$ cat src/rtl/core/rrts_pkg.sv
// Shared types and codes for the round-robin task scheduler.
// No dependencies; every other file but rrts_ram refers to it by scoped names.
package rrts_pkg;

  localparam logic [3:0] REQ_CREATE  = 4'd0;
  localparam logic [3:0] REQ_SLEEP   = 4'd1;
  localparam logic [3:0] REQ_EXIT    = 4'd2;
  localparam logic [3:0] REQ_WAITPID = 4'd3;
  localparam logic [3:0] REQ_SCHED   = 4'd4;
  localparam logic [3:0] REQ_HOLD    = 4'd5;
  localparam logic [3:0] REQ_RELEASE = 4'd6;
  localparam logic [3:0] REQ_GETPID  = 4'd7;
  localparam logic [3:0] REQ_PURGE   = 4'd8;

  localparam logic [2:0] STAT_OK        = 3'd0;
  localparam logic [2:0] STAT_NOT_FOUND = 3'd1;
  localparam logic [2:0] STAT_FULL      = 3'd2;
  localparam logic [2:0] STAT_HELD      = 3'd3;
  localparam logic [2:0] STAT_NONE      = 3'd4;

  localparam logic [1:0] MODE_RUN    = 2'd0;
  localparam logic [1:0] MODE_SLEEP  = 2'd1;
  localparam logic [1:0] MODE_EXIT   = 2'd2;
  localparam logic [1:0] MODE_ZOMBIE = 2'd3;

  localparam logic [7:0] HOLD_MAX = 8'hFF;

  typedef struct packed {
    logic [3:0]  req_type;
    logic [31:0] now_ms;
    logic [31:0] duration_ms;
    logic [7:0]  exit_code;
    logic [15:0] target_pid;
  } in_t;

  typedef struct packed {
    logic [2:0]  status;
    logic [15:0] pid_out;
    logic [8:0]  wait_status;
    logic [15:0] running_pid;
    logic        running_valid;
  } out_t;

  typedef enum logic [2:0] {
    S_IDLE,
    S_PREP,
    S_SCAN,
    S_DRAIN,
    S_COMMIT,
    S_DONE
  } state_t;

  typedef enum logic [1:0] {
    SK_SCHED,
    SK_WAIT,
    SK_CREATE
  } scan_kind_t;

  typedef struct packed {
    logic       clear;
    logic       vld;
    logic       used;
    logic       bounded;
    scan_kind_t kind;
  } scan_ctl_t;

  typedef struct packed {
    logic       below_found;
    logic       all_found;
    logic       free_found;
    logic [1:0] hit_mode;
    logic [7:0] hit_code;
  } scan_res_t;

endpackage

$ cat src/rtl/core/rrts_ram.sv
// Generic single-port-write, single-port-read RAM with registered read data.
// No dependencies.
module rrts_ram #(
  parameter int WIDTH = 8,
  parameter int DEPTH = 16,
  localparam int AW = $clog2(DEPTH)
) (
  input  logic             clk,
  input  logic             wr_en,
  input  logic [AW-1:0]    wr_addr,
  input  logic [WIDTH-1:0] wr_data,
  input  logic             rd_en,
  input  logic [AW-1:0]    rd_addr,
  output logic [WIDTH-1:0] rd_data
);

  logic [WIDTH-1:0] mem [DEPTH];

  always_ff @(posedge clk) begin
    if (wr_en) begin
      mem[wr_addr] <= wr_data;
    end
    if (rd_en) begin
      rd_data <= mem[rd_addr];
    end
  end

endmodule

$ cat src/rtl/core/rrts_scan.sv
// Slot sweep evaluator: tracks best candidate keys and the first free slot
// as slot entries stream out of the task RAM. Depends on rrts_pkg.
module rrts_scan #(
  parameter int MAX_TASKS = 16,
  parameter int PID_BITS  = 16,
  localparam int IDX_W = $clog2(MAX_TASKS),
  localparam int KEY_W = PID_BITS + IDX_W,
  localparam int DW    = PID_BITS + 34
) (
  input  logic               clk,
  input  logic               rst_n,
  input  rrts_pkg::scan_ctl_t ctl,
  input  logic [IDX_W-1:0]   chk_idx,
  input  logic [DW-1:0]      rd_data,
  input  logic [KEY_W-1:0]   start_key,
  input  logic [31:0]        now_ms,
  input  logic [15:0]        target_pid,
  output rrts_pkg::scan_res_t res,
  output logic [KEY_W-1:0]   below_key,
  output logic [KEY_W-1:0]   all_key,
  output logic [IDX_W-1:0]   free_idx
);

  logic [PID_BITS-1:0] pid;
  logic [1:0]          mode;
  logic [31:0]         value;
  logic [KEY_W-1:0]    key;
  logic                runnable;
  logic                cand;
  logic                is_below;

  logic             below_found_r, all_found_r, free_found_r;
  logic [KEY_W-1:0] below_key_r, all_key_r;
  logic [IDX_W-1:0] free_idx_r;
  logic [1:0]       hit_mode_r;
  logic [7:0]       hit_code_r;

  assign pid   = rd_data[DW-1 -: PID_BITS];
  assign mode  = rd_data[33:32];
  assign value = rd_data[31:0];
  assign key   = {pid, chk_idx};

  always_comb begin
    runnable = (mode == rrts_pkg::MODE_RUN) ||
               ((mode == rrts_pkg::MODE_SLEEP) && (value <= now_ms));
    case (ctl.kind)
      rrts_pkg::SK_SCHED: cand = ctl.used && runnable;
      rrts_pkg::SK_WAIT:  cand = ctl.used && (32'(pid) == 32'(target_pid));
      default:            cand = 1'b0;
    endcase
    is_below = ctl.bounded && (key < start_key);
  end

  always_ff @(posedge clk) begin
    if (!rst_n || ctl.clear) begin
      below_found_r <= 1'b0;
      all_found_r   <= 1'b0;
      free_found_r  <= 1'b0;
    end else if (ctl.vld) begin
      if (cand && (!all_found_r || key > all_key_r)) begin
        all_found_r <= 1'b1;
        all_key_r   <= key;
        hit_mode_r  <= mode;
        hit_code_r  <= value[7:0];
      end
      if (cand && is_below && (!below_found_r || key > below_key_r)) begin
        below_found_r <= 1'b1;
        below_key_r   <= key;
      end
      if (!ctl.used && !free_found_r) begin
        free_found_r <= 1'b1;
        free_idx_r   <= chk_idx;
      end
    end
  end

  assign res.below_found = below_found_r;
  assign res.all_found   = all_found_r;
  assign res.free_found  = free_found_r;
  assign res.hit_mode    = hit_mode_r;
  assign res.hit_code    = hit_code_r;
  assign below_key       = below_key_r;
  assign all_key         = all_key_r;
  assign free_idx        = free_idx_r;

endmodule

$ cat src/rtl/core/rrts_ctrl.sv
// Request sequencer: slot valid bits, current task, pid counter, hold depth,
// RAM access order and result fields. Depends on rrts_pkg.
module rrts_ctrl #(
  parameter int MAX_TASKS = 16,
  parameter int PID_BITS  = 16,
  localparam int IDX_W = $clog2(MAX_TASKS),
  localparam int KEY_W = PID_BITS + IDX_W,
  localparam int DW    = PID_BITS + 34
) (
  input  logic                clk,
  input  logic                rst_n,
  input  logic                in_valid,
  output logic                in_ready,
  input  rrts_pkg::in_t       in_data,
  output logic                res_valid,
  input  logic                res_ready,
  output rrts_pkg::out_t      res,
  output logic                wr_en,
  output logic [IDX_W-1:0]    wr_addr,
  output logic [DW-1:0]       wr_data,
  output logic                rd_en,
  output logic [IDX_W-1:0]    rd_addr,
  output rrts_pkg::scan_ctl_t scan_ctl,
  output logic [IDX_W-1:0]    chk_idx,
  output logic [KEY_W-1:0]    start_key,
  output logic [31:0]         scan_now,
  output logic [15:0]         scan_target,
  input  rrts_pkg::scan_res_t scan_res,
  input  logic [KEY_W-1:0]    below_key,
  input  logic [KEY_W-1:0]    all_key,
  input  logic [IDX_W-1:0]    free_idx
);

  localparam logic [IDX_W-1:0] LAST_IDX = IDX_W'(MAX_TASKS - 1);

  rrts_pkg::state_t     state_r, state_nxt;
  rrts_pkg::in_t        req_r;
  rrts_pkg::scan_kind_t kind_r, kind_nxt;
  logic                 bounded_r, bounded_nxt;
  logic [MAX_TASKS-1:0] used_r, used_nxt;
  logic [IDX_W-1:0]     cur_idx_r, cur_idx_nxt;
  logic                 cur_vld_r, cur_vld_nxt;
  logic [PID_BITS-1:0]  cur_pid_r, cur_pid_nxt;
  logic [PID_BITS-1:0]  pid_cnt_r, pid_cnt_nxt;
  logic [7:0]           hold_r, hold_nxt;
  logic [IDX_W-1:0]     rd_idx_r, rd_idx_nxt;
  logic                 chk_vld_r;
  logic [IDX_W-1:0]     chk_idx_r;
  logic [2:0]           stat_r, stat_nxt;
  logic [15:0]          pido_r, pido_nxt;
  logic [8:0]           wst_r, wst_nxt;
  logic [KEY_W-1:0]     pick_key;
  logic [31:0]          cur_pid32;
  logic [31:0]          cnt_pid32;
  logic                 sched_req;
  logic                 scan_clear;

  assign cur_pid32 = 32'(cur_pid_r);
  assign cnt_pid32 = 32'(pid_cnt_r);
  assign pick_key  = scan_res.below_found ? below_key : all_key;

  always_comb begin
    sched_req = (req_r.req_type == rrts_pkg::REQ_SLEEP) ||
                (req_r.req_type == rrts_pkg::REQ_EXIT)  ||
                (req_r.req_type == rrts_pkg::REQ_SCHED) ||
                (req_r.req_type == rrts_pkg::REQ_PURGE);
  end

  always_ff @(posedge clk) begin
    if (!rst_n) begin
      state_r   <= rrts_pkg::S_IDLE;
      used_r    <= '0;
      cur_idx_r <= '0;
      cur_vld_r <= 1'b0;
      pid_cnt_r <= '0;
      hold_r    <= '0;
      chk_vld_r <= 1'b0;
    end else begin
      state_r   <= state_nxt;
      used_r    <= used_nxt;
      cur_idx_r <= cur_idx_nxt;
      cur_vld_r <= cur_vld_nxt;
      pid_cnt_r <= pid_cnt_nxt;
      hold_r    <= hold_nxt;
      chk_vld_r <= (state_r == rrts_pkg::S_SCAN);
    end
  end

  always_ff @(posedge clk) begin
    if (in_valid && in_ready) begin
      req_r <= in_data;
    end
    kind_r    <= kind_nxt;
    bounded_r <= bounded_nxt;
    cur_pid_r <= cur_pid_nxt;
    rd_idx_r  <= rd_idx_nxt;
    chk_idx_r <= rd_idx_r;
    stat_r    <= stat_nxt;
    pido_r    <= pido_nxt;
    wst_r     <= wst_nxt;
  end

  always_comb begin
    state_nxt   = state_r;
    kind_nxt    = kind_r;
    bounded_nxt = bounded_r;
    used_nxt    = used_r;
    cur_idx_nxt = cur_idx_r;
    cur_vld_nxt = cur_vld_r;
    cur_pid_nxt = cur_pid_r;
    pid_cnt_nxt = pid_cnt_r;
    hold_nxt    = hold_r;
    rd_idx_nxt  = rd_idx_r;
    stat_nxt    = stat_r;
    pido_nxt    = pido_r;
    wst_nxt     = wst_r;
    wr_en       = 1'b0;
    wr_addr     = cur_idx_r;
    wr_data     = '0;
    rd_en       = 1'b0;
    rd_addr     = rd_idx_r;
    in_ready    = 1'b0;
    res_valid   = 1'b0;
    scan_clear  = 1'b0;

    case (state_r)
      rrts_pkg::S_IDLE: begin
        in_ready = 1'b1;
        if (in_valid) begin
          state_nxt = rrts_pkg::S_PREP;
        end
      end

      rrts_pkg::S_PREP: begin
        stat_nxt       = rrts_pkg::STAT_OK;
        pido_nxt       = '0;
        wst_nxt        = '0;
        rd_idx_nxt     = '0;
        scan_clear     = 1'b1;
        bounded_nxt    = cur_vld_r;
        state_nxt      = rrts_pkg::S_DONE;
        case (req_r.req_type)
          rrts_pkg::REQ_SLEEP: begin
            wr_en   = cur_vld_r;
            wr_data = {cur_pid_r, rrts_pkg::MODE_SLEEP,
                       req_r.now_ms + req_r.duration_ms};
          end
          rrts_pkg::REQ_EXIT: begin
            wr_en   = cur_vld_r;
            wr_data = {cur_pid_r, rrts_pkg::MODE_EXIT, 32'(req_r.exit_code)};
          end
          rrts_pkg::REQ_PURGE: begin
            if (cur_vld_r) begin
              used_nxt[cur_idx_r] = 1'b0;
              cur_vld_nxt         = 1'b0;
            end
          end
          rrts_pkg::REQ_WAITPID: begin
            pido_nxt  = req_r.target_pid;
            kind_nxt  = rrts_pkg::SK_WAIT;
            state_nxt = rrts_pkg::S_SCAN;
          end
          rrts_pkg::REQ_CREATE: begin
            kind_nxt  = rrts_pkg::SK_CREATE;
            state_nxt = rrts_pkg::S_SCAN;
          end
          rrts_pkg::REQ_HOLD: begin
            if (hold_r != rrts_pkg::HOLD_MAX) begin
              hold_nxt = hold_r + 8'd1;
            end
          end
          rrts_pkg::REQ_RELEASE: begin
            if (hold_r != '0) begin
              hold_nxt = hold_r - 8'd1;
            end
          end
          rrts_pkg::REQ_GETPID: begin
            pido_nxt = cur_vld_r ? cur_pid32[15:0] : 16'd0;
          end
          default: begin
          end
        endcase
        if (sched_req) begin
          kind_nxt = rrts_pkg::SK_SCHED;
          if (hold_r != '0) begin
            stat_nxt = rrts_pkg::STAT_HELD;
          end else begin
            state_nxt = rrts_pkg::S_SCAN;
          end
        end
      end

      rrts_pkg::S_SCAN: begin
        rd_en      = 1'b1;
        rd_idx_nxt = rd_idx_r + IDX_W'(1);
        if (rd_idx_r == LAST_IDX) begin
          state_nxt = rrts_pkg::S_DRAIN;
        end
      end

      rrts_pkg::S_DRAIN: begin
        state_nxt = rrts_pkg::S_COMMIT;
      end

      rrts_pkg::S_COMMIT: begin
        state_nxt = rrts_pkg::S_DONE;
        case (kind_r)
          rrts_pkg::SK_SCHED: begin
            if (scan_res.below_found || scan_res.all_found) begin
              wr_en       = 1'b1;
              wr_addr     = pick_key[IDX_W-1:0];
              wr_data     = {pick_key[KEY_W-1 -: PID_BITS], rrts_pkg::MODE_RUN, 32'd0};
              cur_idx_nxt = pick_key[IDX_W-1:0];
              cur_pid_nxt = pick_key[KEY_W-1 -: PID_BITS];
              cur_vld_nxt = 1'b1;
            end else begin
              cur_vld_nxt = 1'b0;
              stat_nxt    = rrts_pkg::STAT_NONE;
            end
          end
          rrts_pkg::SK_WAIT: begin
            if (!scan_res.all_found) begin
              stat_nxt = rrts_pkg::STAT_NOT_FOUND;
            end else if (scan_res.hit_mode == rrts_pkg::MODE_EXIT) begin
              wst_nxt = {1'b1, scan_res.hit_code};
              wr_en   = 1'b1;
              wr_addr = all_key[IDX_W-1:0];
              wr_data = {all_key[KEY_W-1 -: PID_BITS], rrts_pkg::MODE_ZOMBIE,
                         32'(scan_res.hit_code)};
            end
          end
          default: begin
            if (scan_res.free_found) begin
              wr_en              = 1'b1;
              wr_addr            = free_idx;
              wr_data            = {pid_cnt_r, rrts_pkg::MODE_RUN, 32'd0};
              used_nxt[free_idx] = 1'b1;
              pido_nxt           = cnt_pid32[15:0];
              pid_cnt_nxt        = pid_cnt_r + PID_BITS'(1);
            end else begin
              stat_nxt = rrts_pkg::STAT_FULL;
            end
          end
        endcase
      end

      rrts_pkg::S_DONE: begin
        res_valid = 1'b1;
        if (res_ready) begin
          state_nxt = rrts_pkg::S_IDLE;
        end
      end

      default: begin
        state_nxt = rrts_pkg::S_IDLE;
      end
    endcase
  end

  assign scan_ctl.clear   = scan_clear;
  assign scan_ctl.vld     = chk_vld_r;
  assign scan_ctl.used    = used_r[chk_idx_r];
  assign scan_ctl.bounded = bounded_r;
  assign scan_ctl.kind    = kind_r;
  assign chk_idx          = chk_idx_r;
  assign start_key        = {cur_pid_r, cur_idx_r};
  assign scan_now         = req_r.now_ms;
  assign scan_target      = req_r.target_pid;

  assign res.status        = stat_r;
  assign res.pid_out       = pido_r;
  assign res.wait_status   = wst_r;
  assign res.running_pid   = cur_vld_r ? cur_pid32[15:0] : 16'd0;
  assign res.running_valid = cur_vld_r;

endmodule

$ cat src/rtl/core/round_robin_task_scheduler_top.sv
// Create, waitpid, and sleep, exit, schedule and purge while the hold depth is zero,
// make one sweep of the task RAM (one read a cycle) between input accept and result;
// every other request goes from its prep state straight to the result. One item at a time: the
// next item can be accepted in the cycle after the result enters the output register.
// Reset: synchronous, active low; clears slot valid bits, current task, pid
// counter and hold depth at once. Slot RAM contents need no clearing.
module round_robin_task_scheduler_top #(
  parameter int MAX_TASKS = 16,
  parameter int PID_BITS  = 16
) (
  input  logic           clk,
  input  logic           rst_n,
  input  logic           in_valid,
  output logic           in_ready,
  input  rrts_pkg::in_t  in_data,
  output logic           out_valid,
  input  logic           out_ready,
  output rrts_pkg::out_t out_data
);

  localparam int IDX_W = $clog2(MAX_TASKS);
  localparam int KEY_W = PID_BITS + IDX_W;
  localparam int DW    = PID_BITS + 34;

  logic                wr_en, rd_en;
  logic [IDX_W-1:0]    wr_addr, rd_addr, chk_idx, free_idx;
  logic [DW-1:0]       wr_data, rd_data;
  rrts_pkg::scan_ctl_t scan_ctl;
  rrts_pkg::scan_res_t scan_res;
  logic [KEY_W-1:0]    start_key, below_key, all_key;
  logic [31:0]         scan_now;
  logic [15:0]         scan_target;
  logic                res_valid, res_ready;
  rrts_pkg::out_t      res;
  logic                out_valid_r;
  rrts_pkg::out_t      out_data_r;

  rrts_ram #(
    .WIDTH (DW),
    .DEPTH (MAX_TASKS)
  ) u_ram (
    .clk     (clk),
    .wr_en   (wr_en),
    .wr_addr (wr_addr),
    .wr_data (wr_data),
    .rd_en   (rd_en),
    .rd_addr (rd_addr),
    .rd_data (rd_data)
  );

  rrts_scan #(
    .MAX_TASKS (MAX_TASKS),
    .PID_BITS  (PID_BITS)
  ) u_scan (
    .clk        (clk),
    .rst_n      (rst_n),
    .ctl        (scan_ctl),
    .chk_idx    (chk_idx),
    .rd_data    (rd_data),
    .start_key  (start_key),
    .now_ms     (scan_now),
    .target_pid (scan_target),
    .res        (scan_res),
    .below_key  (below_key),
    .all_key    (all_key),
    .free_idx   (free_idx)
  );

  rrts_ctrl #(
    .MAX_TASKS (MAX_TASKS),
    .PID_BITS  (PID_BITS)
  ) u_ctrl (
    .clk         (clk),
    .rst_n       (rst_n),
    .in_valid    (in_valid),
    .in_ready    (in_ready),
    .in_data     (in_data),
    .res_valid   (res_valid),
    .res_ready   (res_ready),
    .res         (res),
    .wr_en       (wr_en),
    .wr_addr     (wr_addr),
    .wr_data     (wr_data),
    .rd_en       (rd_en),
    .rd_addr     (rd_addr),
    .scan_ctl    (scan_ctl),
    .chk_idx     (chk_idx),
    .start_key   (start_key),
    .scan_now    (scan_now),
    .scan_target (scan_target),
    .scan_res    (scan_res),
    .below_key   (below_key),
    .all_key     (all_key),
    .free_idx    (free_idx)
  );

  assign res_ready = !out_valid_r || out_ready;

  always_ff @(posedge clk) begin
    if (!rst_n) begin
      out_valid_r <= 1'b0;
    end else if (res_ready) begin
      out_valid_r <= res_valid;
    end
  end

  always_ff @(posedge clk) begin
    if (res_valid && res_ready) begin
      out_data_r <= res;
    end
  end

  assign out_valid = out_valid_r;
  assign out_data  = out_data_r;

endmodule
$ cat config.mk
export PLATFORM = sky130hd
export DESIGN_NAME = round_robin_task_scheduler_top
export DESIGN_NICKNAME = d
export VERILOG_FILES = /design/src/rtl/core/rrts_pkg.sv /design/src/rtl/core/rrts_ram.sv /design/src/rtl/core/rrts_scan.sv /design/src/rtl/core/rrts_ctrl.sv /design/src/rtl/core/round_robin_task_scheduler_top.sv
export SDC_FILE = /design/constraint.sdc
export NUM_CORES = 1
export LEC_CHECK = 0
export ABC_AREA = 0
export BUFFER_PORTS_ARGS = -buffer_cell sky130_fd_sc_hd__buf_2
export CAP_MARGIN = 30
export CORE_MARGIN = 10
export CORE_UTILIZATION = 40
export DETAILED_ROUTE_END_ITERATION = 10
export GPL_TIMING_DRIVEN = 0
export MAX_ROUTING_LAYER = met4
export SLEW_MARGIN = 25
export SYNTH_ARGS = -nofsm -noshare
export SYNTH_HDL_FRONTEND = slang
export SYNTH_HIERARCHICAL = 1
export SYNTH_SLANG_ARGS = --single-unit
$ cat constraint.sdc
create_clock -name clk -period 8.8 [get_ports clk]
set_clock_uncertainty 0.2 [all_clocks]
set_input_delay 2.64 -clock clk [delete_from_list [all_inputs] [get_ports clk]]
set_output_delay 2.64 -clock clk [all_outputs]
set_load 0.1 [all_outputs]
==> out/summary.txt, run 1 <==
Run status: finished, final reports clean
# setup viols final: 0
Fin crit period: 5.42 ns
Maximum buffer depth of the clock tree: 3
Number of flops mapped to enable cells by yosys: 1092
Post-DR wirelength/cell: 24.9 microns
First-pass GRT wire length: 181 mm
Area after DPL: 52600 sq um
Max rail drop VDD: 0.178 mV
Final wirelength: 122 mm
Clock power share: 37.4%
Residual DRC: 0
Total track usage: 18.4%
CP required: 8.99 ns
Clock transition at the registers of the reported paths: 0.06 ns
Cell area after synthesis: 48000 sq um
Arr. time, crit path: 5.62 ns
Reg power frac: 50.4%
Async set or reset register ratio after synthesis: 0%
LEAKAGE: 0.0208 uW
Die height: 366 microns
Syn_nets: 3075
Synth top area share: 68.3%
Cell mode on critical path: buf_4
Initial core utilization: 40.2%
Reg2reg setup slack: 3.38 ns
Die X: 366 microns
RD Place Congestion: 0.919
Ratio of final minimum period to clock period: 61.6%
Number of placed I/O pins: 143
Worst slew pin tran: 0.973 ns
Worst R2R Start: u_scan/all_found_r$_SDFFE_PP0P_
Rel. slew slack: 34.7%
Final hold slack: 0.217 ns
Final ANT Viol Nets: 0
Final Instance Area: 56100 sq um
Worst setup EP type: flip-flop
Pre-antenna DRT Iters: 5
Largest cells by area after synthesis: edfxtp_1 68%, mux4_2 9.6%, ha_1 3.4%
H-tree levels: 3
Reg area: 33900 sq um
Post-CTS sizing: 0
DP Worst Slack: 3.37 ns
Clk sinks: 1149
Crit Path Max Fanout: 10
Final Slew Violations: 0
Site row count: 127
Post-synthesis cell type count: 80
Worst setup margin: 3.38 ns
WHS Path Cells: 0
Synthesized flop and latch total: 1149
Count leader, synth: edfxtp_1
Iteration-0 DRC Markers: 2411
Detail Placement HPWL: 87.0 mm
Post-CTS Setup Inserts: 0
Largest net degree at the start of global routing: 53
Yosys top cell by area: edfxtp_1
Post-CTS Hold Buffers: 0
Critical hold path startpoint: u_ctrl/pido_r[4]$_DFFE_PP_
Slowest cell delay on critical path: 0.73 ns
Crit-path slowest cell: nor3_2
Setup CP Type: flip-flop to flip-flop
Initial antenna violation count: 2
Average vias per placed instance: 5.46
Top_reg_cell synth: edfxtp_1
Final nets: 3442
Area growth, synth to finish: 16.9%
Pwr Density: 219 nW/um^2
Overflow after GRT: 0
Vias in the first global route: 27227
Gate power share: 12.2%
Hold WC Path Type: flip-flop to flip-flop
DR vias: 26848
Post-Syn Instances: 2847
Core area: 119000 sq um
Worst-Skew Late Latency: 0.71 ns
# port buffers: 142
YS warnings: 6
WP buf/inv: 6
P_int: 9270 uW
RSZ-0062 raised after global routing: false
Crit-path cells: buf_4 > clkbuf_1 > nand3b_1 > nor2_1 > clkbuf_1 > o21ai_0 > nand3_1 > nand3_1 > nor3_2 > buf_4 > buf_4 > buf_4
Fillers: 10175
Area occupied by multi-input gates: 12900 sq um
Max Fclk: 0.184 GHz
Mean Syn Cell Area: 16.9 sq um
Switching Fraction: 24.7%
Die Area: 134000 sq um
CTS tree: done
Max Cap Violations: 0
Reg2Reg Depth: 12
Number of CTS-inserted buffers: 114
Final hold viol count: 0
Worst flop-to-flop path endpoint: u_ram/mem[12][13]$_DFFE_PP_
Post-synth top cells: 1092 x edfxtp_1, 205 x mux4_2, 147 x nor2_1
Sequential fraction of the synthesis area: 70.7%
Startpoint Class: flip-flop
Crit path max-delay family: simple AND/OR/NAND/NOR gates
Clock root buffer: clkbuf_16
Switching power: 3050 uW
Hold Path End: out_data[30]$_DFFE_PP_
Share of post-route cells with drive strength above 1: 23.5%
cells in the final DEF (no fill, tap or decap), types with 35 or more instances in the layout:
| cell type | count |
|---|---|
| edfxtp_1 | 1092 |
| mux4_2 | 205 |
| buf_2 | 174 |
| nand2_1 | 146 |
| a22oi_1 | 141 |
| nor2_1 | 133 |
| ha_1 | 130 |
| inv_1 | 120 |
| buf_4 | 118 |
| clkbuf_16 | 117 |
| clkbuf_1 | 102 |
| a21oi_1 | 101 |
| o21ai_0 | 63 |
| dfxtp_1 | 57 |
| nand3_1 | 40 |
| buf_16 | 35 |
worst register-to-register path: cells and delay by family, from the launching register on:
kind	cells	cell delay, ns
and+or+nand+nor	5	2.36
buffers and inverters	6	1.98
DFF	1	0.38
AOI/OAI and AO/OA	1	0.20
per-layer routing:
| layer | track usage, % | up-vias | wire length, microns |
|---|---|---|---|
| met1 | 24.6 | 13742 | 52200 |
| li1 | - | 11988 | - |
| met3 | 2.68 | 176 | 7930 |
| met4 | 4.00 | 0 | 2350 |
| met2 | 29.7 | 942 | 59900 |
| met5 | - | - | 0 |
cell families after synthesis:
kind of cell | synth area share [%]
xor gates and xnor gates | 0.930
buffers and inverters | 2.94
muxes | 10.4
and+or+nand+nor | 5.36
adders and majority gates | 3.47
DFF | 70.7
AOI/OAI and AO/OA | 6.21
power groups by stage:
stage / sequential (uW) / clock (uW) / combinational, uW
2_1_floorplan: 6320 / 0 / 967
3_3_place_gp: 6340 / 0 / 1450
3_5_place_dp: 6330 / 0 / 1500
4_1_cts: 6210 / 4700 / 1510
5_1_grt: 6220 / 4920 / 1620
6_report: 6210 / 4600 / 1500
per-stage QoR:
step	instances	total power (uW)	TNS [ns]	util [%]
after floorplan	2847	7290	0	-
after global placement	4601	7800	-779.27	42.5
after detailed placement	4707	7830	0	44.0
after CTS	4909	12400	0	46.9
after global routing	4912	12800	0	47.0
final	4913	12300	0	47.0
registers in the layout (all words and copies together), names as in the netlist, 20 cells and up:
name              cells
u_scan/below_key     20
u_ctrl/req_r         44
u_ram/mem           800
u_ctrl/scan_now      32
u_ram/rd_data        50
u_scan/all_key       20
out_data             45
final cells by class:
type,count,share of cell area [%]
Antenna cell,1,0.00446
Sequential cell,1149,60.5
Clock buffer,153,5.49
Buffer,176,1.69
Clock inverter,49,0.738
Inverter,123,0.829
Timing Repair Buffer,251,4.19
Tap cell,1612,3.59
Multi-Input combinational cell,1399,23.0
how the worst max path moves through the flow:
| stage | to | from | slack, ns | cells past startpoint |
|---|---|---|---|---|
| 2_1_floorplan | u_scan/all_key[0]$_DFFE_PP_ | rst_n | 1.97 | 5 |
| 3_3_place_gp | u_ram/mem[0][14]$_DFFE_PP_ | u_scan/all_found_r$_SDFFE_PP0P_ | -3.70 | 9 |
| 3_5_place_dp | u_scan/hit_code_r[3]$_DFFE_PP_ | rst_n | 3.37 | 9 |
| 4_1_cts | u_ram/mem[12][13]$_DFFE_PP_ | u_scan/all_found_r$_SDFFE_PP0P_ | 3.34 | 12 |
| 5_1_grt | u_ram/mem[12][15]$_DFFE_PP_ | u_scan/all_found_r$_SDFFE_PP0P_ | 3.12 | 12 |
| 6_report | u_ram/mem[12][13]$_DFFE_PP_ | u_scan/all_found_r$_SDFFE_PP0P_ | 3.38 | 12 |
No activity file was read; power rests on OpenSTA's default activity.
==> run 2: changes to the inputs <==
--- a/config.mk
+++ b/config.mk
@@ -5,7 +5,7 @@
 export SDC_FILE = /design/constraint.sdc
 export NUM_CORES = 1
 export LEC_CHECK = 0
-export ABC_AREA = 0
+export ABC_AREA = 1
 export BUFFER_PORTS_ARGS = -buffer_cell sky130_fd_sc_hd__buf_2
 export CAP_MARGIN = 30
 export CORE_MARGIN = 10
==> constraint.sdc (replaced) <==
create_clock -name clk -period 5 [get_ports clk]
set_clock_uncertainty 0.2 [all_clocks]
set_input_delay 1.5 -clock clk [delete_from_list [all_inputs] [get_ports clk]]
set_output_delay 1.5 -clock clk [all_outputs]
set_load 0.1 [all_outputs]
==> run 2 against run 1 <==
Routed wire length grew 30%. Highest routed layer unchanged. Area after synthesis rose by 12%. Largest cell class unchanged. Clock power increased by 84%. Critical path depth did not move. Critical endpoint is now u_ram/mem[4][25]$_DFFE_PP_.
==> out/summary.txt, run 2 <==
Run status: finished, final reports clean
Crit Path Max Fanout: 17 (+7)
DP Worst Slack: 0.847 ns (-2.52 ns)
Placed Cells incl. Taps: 7448 (+58%)
CP required: 5.22 ns (-3.77 ns)
Worst setup EP type: flip-flop
Top layer in use: met4
DR WL met3: 13.0 mm (+64%)
LEAKAGE: 0.0272 uW (+31%)
H-tree levels: 3 (unchanged)
Count leader, synth: nand2_1
Post-synthesis cell type count: 55 (-31%)
Vias in the first global route: 36727 (+35%)
Number of flops mapped to enable cells by yosys: 1092 (unchanged)
First-pass GRT wire length: 234 mm (+30%)
Clk sinks: 1149 (unchanged)
DR vias: 38802 (+45%)
Ratio of final minimum period to clock period: 78.6% (+17 points)
Pre-antenna DRT Iters: 6 (+1)
Crit path max-delay family: buffers and inverters
Crit-path slowest cell: nor2_4
Most flops, register: u_ram/mem
Clock transition at the registers of the reported paths: 0.06 ns (about the same)
Most frequent cells in the layout: 1630 x nand2_1, 1092 x edfxtp_1, 953 x inv_1, 699 x nand3_1, 262 x buf_2
Post-CTS Setup Inserts: 0 (unchanged)
Worst setup margin: 1.07 ns (-2.31 ns)
Top_reg_cell synth: edfxtp_1
Final wirelength: 159 mm (+30%)
Rel. slew slack: 33.8% (-0.94 points)
Synth top area share: 60.9% (-7.4 points)
Die X: 387 microns (+5.6%)
Average vias per placed instance: 5.07 (-7.3%)
Number of placed I/O pins: 143 (unchanged)
Crit-path cells: buf_4 > buf_2 > clkinv_1 > clkbuf_1 > nand3_1 > o211ai_1 > nand2_1 > o211ai_1 > nand3b_1 > nor2_4 > buf_16 > buf_16
Max Cap Violations: 0 (unchanged)
Startpoint Class: flip-flop
Reg2Reg Depth: 12 (unchanged)
Slowest cell delay on critical path: 0.57 ns (-0.16 ns)
Total track usage: 21.2% (+2.8 points)
Worst-Skew Late Latency: 0.73 ns (+0.02 ns)
Async set or reset register ratio after synthesis: 0% (unchanged)
Fillers: 12244 (+20%)
Finished Layout Cells: 7660 (+56%)
Initial core utilization: 40.3% (+0.10 points)
Met2 wire len: 73.0 mm (+22%)
Worst slew pin tran: 0.993 ns (+0.0206 ns)
Max reg flops: 800 (unchanged)
Detail Placement HPWL: 115 mm (+32%)
Arr. time, crit path: 4.15 ns (-1.47 ns)
Post-CTS sizing: 0 (unchanged)
Fin crit period: 3.93 ns (-1.49 ns)
Number of CTS-inserted buffers: 114 (unchanged)
Pwr Density: 437 nW/um^2 (+99%)
Mean Syn Cell Area: 9.90 sq um (-41%)
Share of post-route cells with drive strength above 1: 11.9% (-12 points)
Clock root buffer: clkbuf_16
WP buf/inv: 6 (unchanged)
Area after DPL: 58600 sq um (+11%)
YS warnings: 6 (unchanged)
Max Fclk: 0.254 GHz (+38%)
Synthesized flop and latch total: 1149 (unchanged)
RSZ-0062 raised after global routing: false
Hold WC Path Type: flip-flop to flip-flop
# setup viols final: 0 (unchanged)
Post-Syn Instances: 5440 (+91%)
Residual DRC: 0 (unchanged)
Final Slew Violations: 0 (unchanged)
Setup CP Type: flip-flop to flip-flop
RD Place Congestion: 0.915 (-0.47%)
Final Instance Area: 62300 sq um (+11%)
Die height: 387 microns (+5.6%)
Max rail drop VDD: 0.304 mV (+70%)
Setup_tns: 0 ns (unchanged)
CTS tree: done
Final Core Density: 46.6% (-0.35 points)
Site row count: 134 (+5.5%)
Iteration-0 DRC Markers: 4196 (+74%)
Post-synth top cells: 1630 x nand2_1, 1092 x edfxtp_1, 953 x inv_1
Die Area: 150000 sq um (+11%)
Most common cell after layout, fill and taps aside: nand2_1
WHS Path Cells: 0 (unchanged)
Post-CTS Hold Buffers: 0 (unchanged)
Crit path depth: 12 (unchanged)
Largest cells by area after synthesis: edfxtp_1 61%, nand2_1 11%, inv_1 6.6%
Final ANT Viol Nets: 0 (unchanged)
Post-DR wirelength/cell: 20.8 microns (-17%)
Final hold viol count: 0 (unchanged)
# port buffers: 142 (unchanged)
Area growth, synth to finish: 15.7%
Overflow after GRT: 0 (unchanged)
Core area: 134000 sq um (+12%)
Sequential fraction of the synthesis area: 63.0% (-7.6 points)
Met1 wire length: 67.7 mm (+30%)
Syn_nets: 5668 (+84%)
Maximum buffer depth of the clock tree: 3 (unchanged)
Yosys top cell by area: edfxtp_1
Cell area after synthesis: 53800 sq um (+12%)
Largest net degree at the start of global routing: 25 (-53%)
Final nets: 6026 (+75%)
Initial antenna violation count: 2 (unchanged)
[run 2: power breakdown]
part / internal (uW) / switching [uW]
Sequential: 11100 / 268
Combinational: 2080 / 5310
Clock: 4800 / 3680
[run 2: cell families after synthesis]
kind of cell | synth area share [%]
AND/OR/NAND/NOR | 20.0
buffers and inverters | 9.94
flip-flops | 63.0
AO/OA/AOI/OAI | 3.43
adder cells (fa/ha/maj) | 3.10
XOR/XNOR | 0.390
multiplexers | 0.0744
[run 2: worst register-to-register path, delay by kind of cell, from the launching register on]
family,cells,cell delay (ns)
flops,1,0.33
compound gates,2,0.37
simple gates,4,1.26
buf+inv,6,1.45
[run 2: final cells by class]
cell class	count	area, sq um	share of cell area [%]
Multi-Input combinational cell	3066	14800	23.8
Sequential cell	1149	33900	54.5
Inverter	966	3630	5.83
Tap cell	1768	2210	3.55
Timing Repair Buffer	242	2350	3.77
Clock inverter	60	557	0.894
Clock buffer	149	3090	4.96
Buffer	259	1720	2.76
Antenna cell	1	2.50	0.00402
[run 2: final timing paths]
check,start,endpoint,slack (ns)
setup / recovery,u_scan/below_found_r$_SDFFE_PP0P_,u_ram/mem[4][25]$_DFFE_PP_,1.07
hold / removal,u_ctrl/wst_r[3]$_SDFFCE_PN0P_,out_data[20]$_DFFE_PP_,0.21
setup reg to reg,u_scan/below_found_r$_SDFFE_PP0P_,u_ram/mem[4][25]$_DFFE_PP_,1.07
hold reg to reg,u_ctrl/wst_r[3]$_SDFFCE_PN0P_,out_data[20]$_DFFE_PP_,0.21
[run 2: stage by stage]
step / total power (uW) / hold WS, ns
4_1_cts: 27300 / 0.214
3_5_place_dp: 18800 / 0.205
3_3_place_gp: 18600 / 0.201
2_1_floorplan: 16000 / 0.168
5_1_grt: 28400 / 0.217
6_report: 27200 / 0.214
[run 2: layer usage]
layer	GRT usage, %	up-vias
met5	-	-
met4	6.98	0
met3	3.45	288
met2	33.0	1636
met1	28.2	18461
li1	-	18417
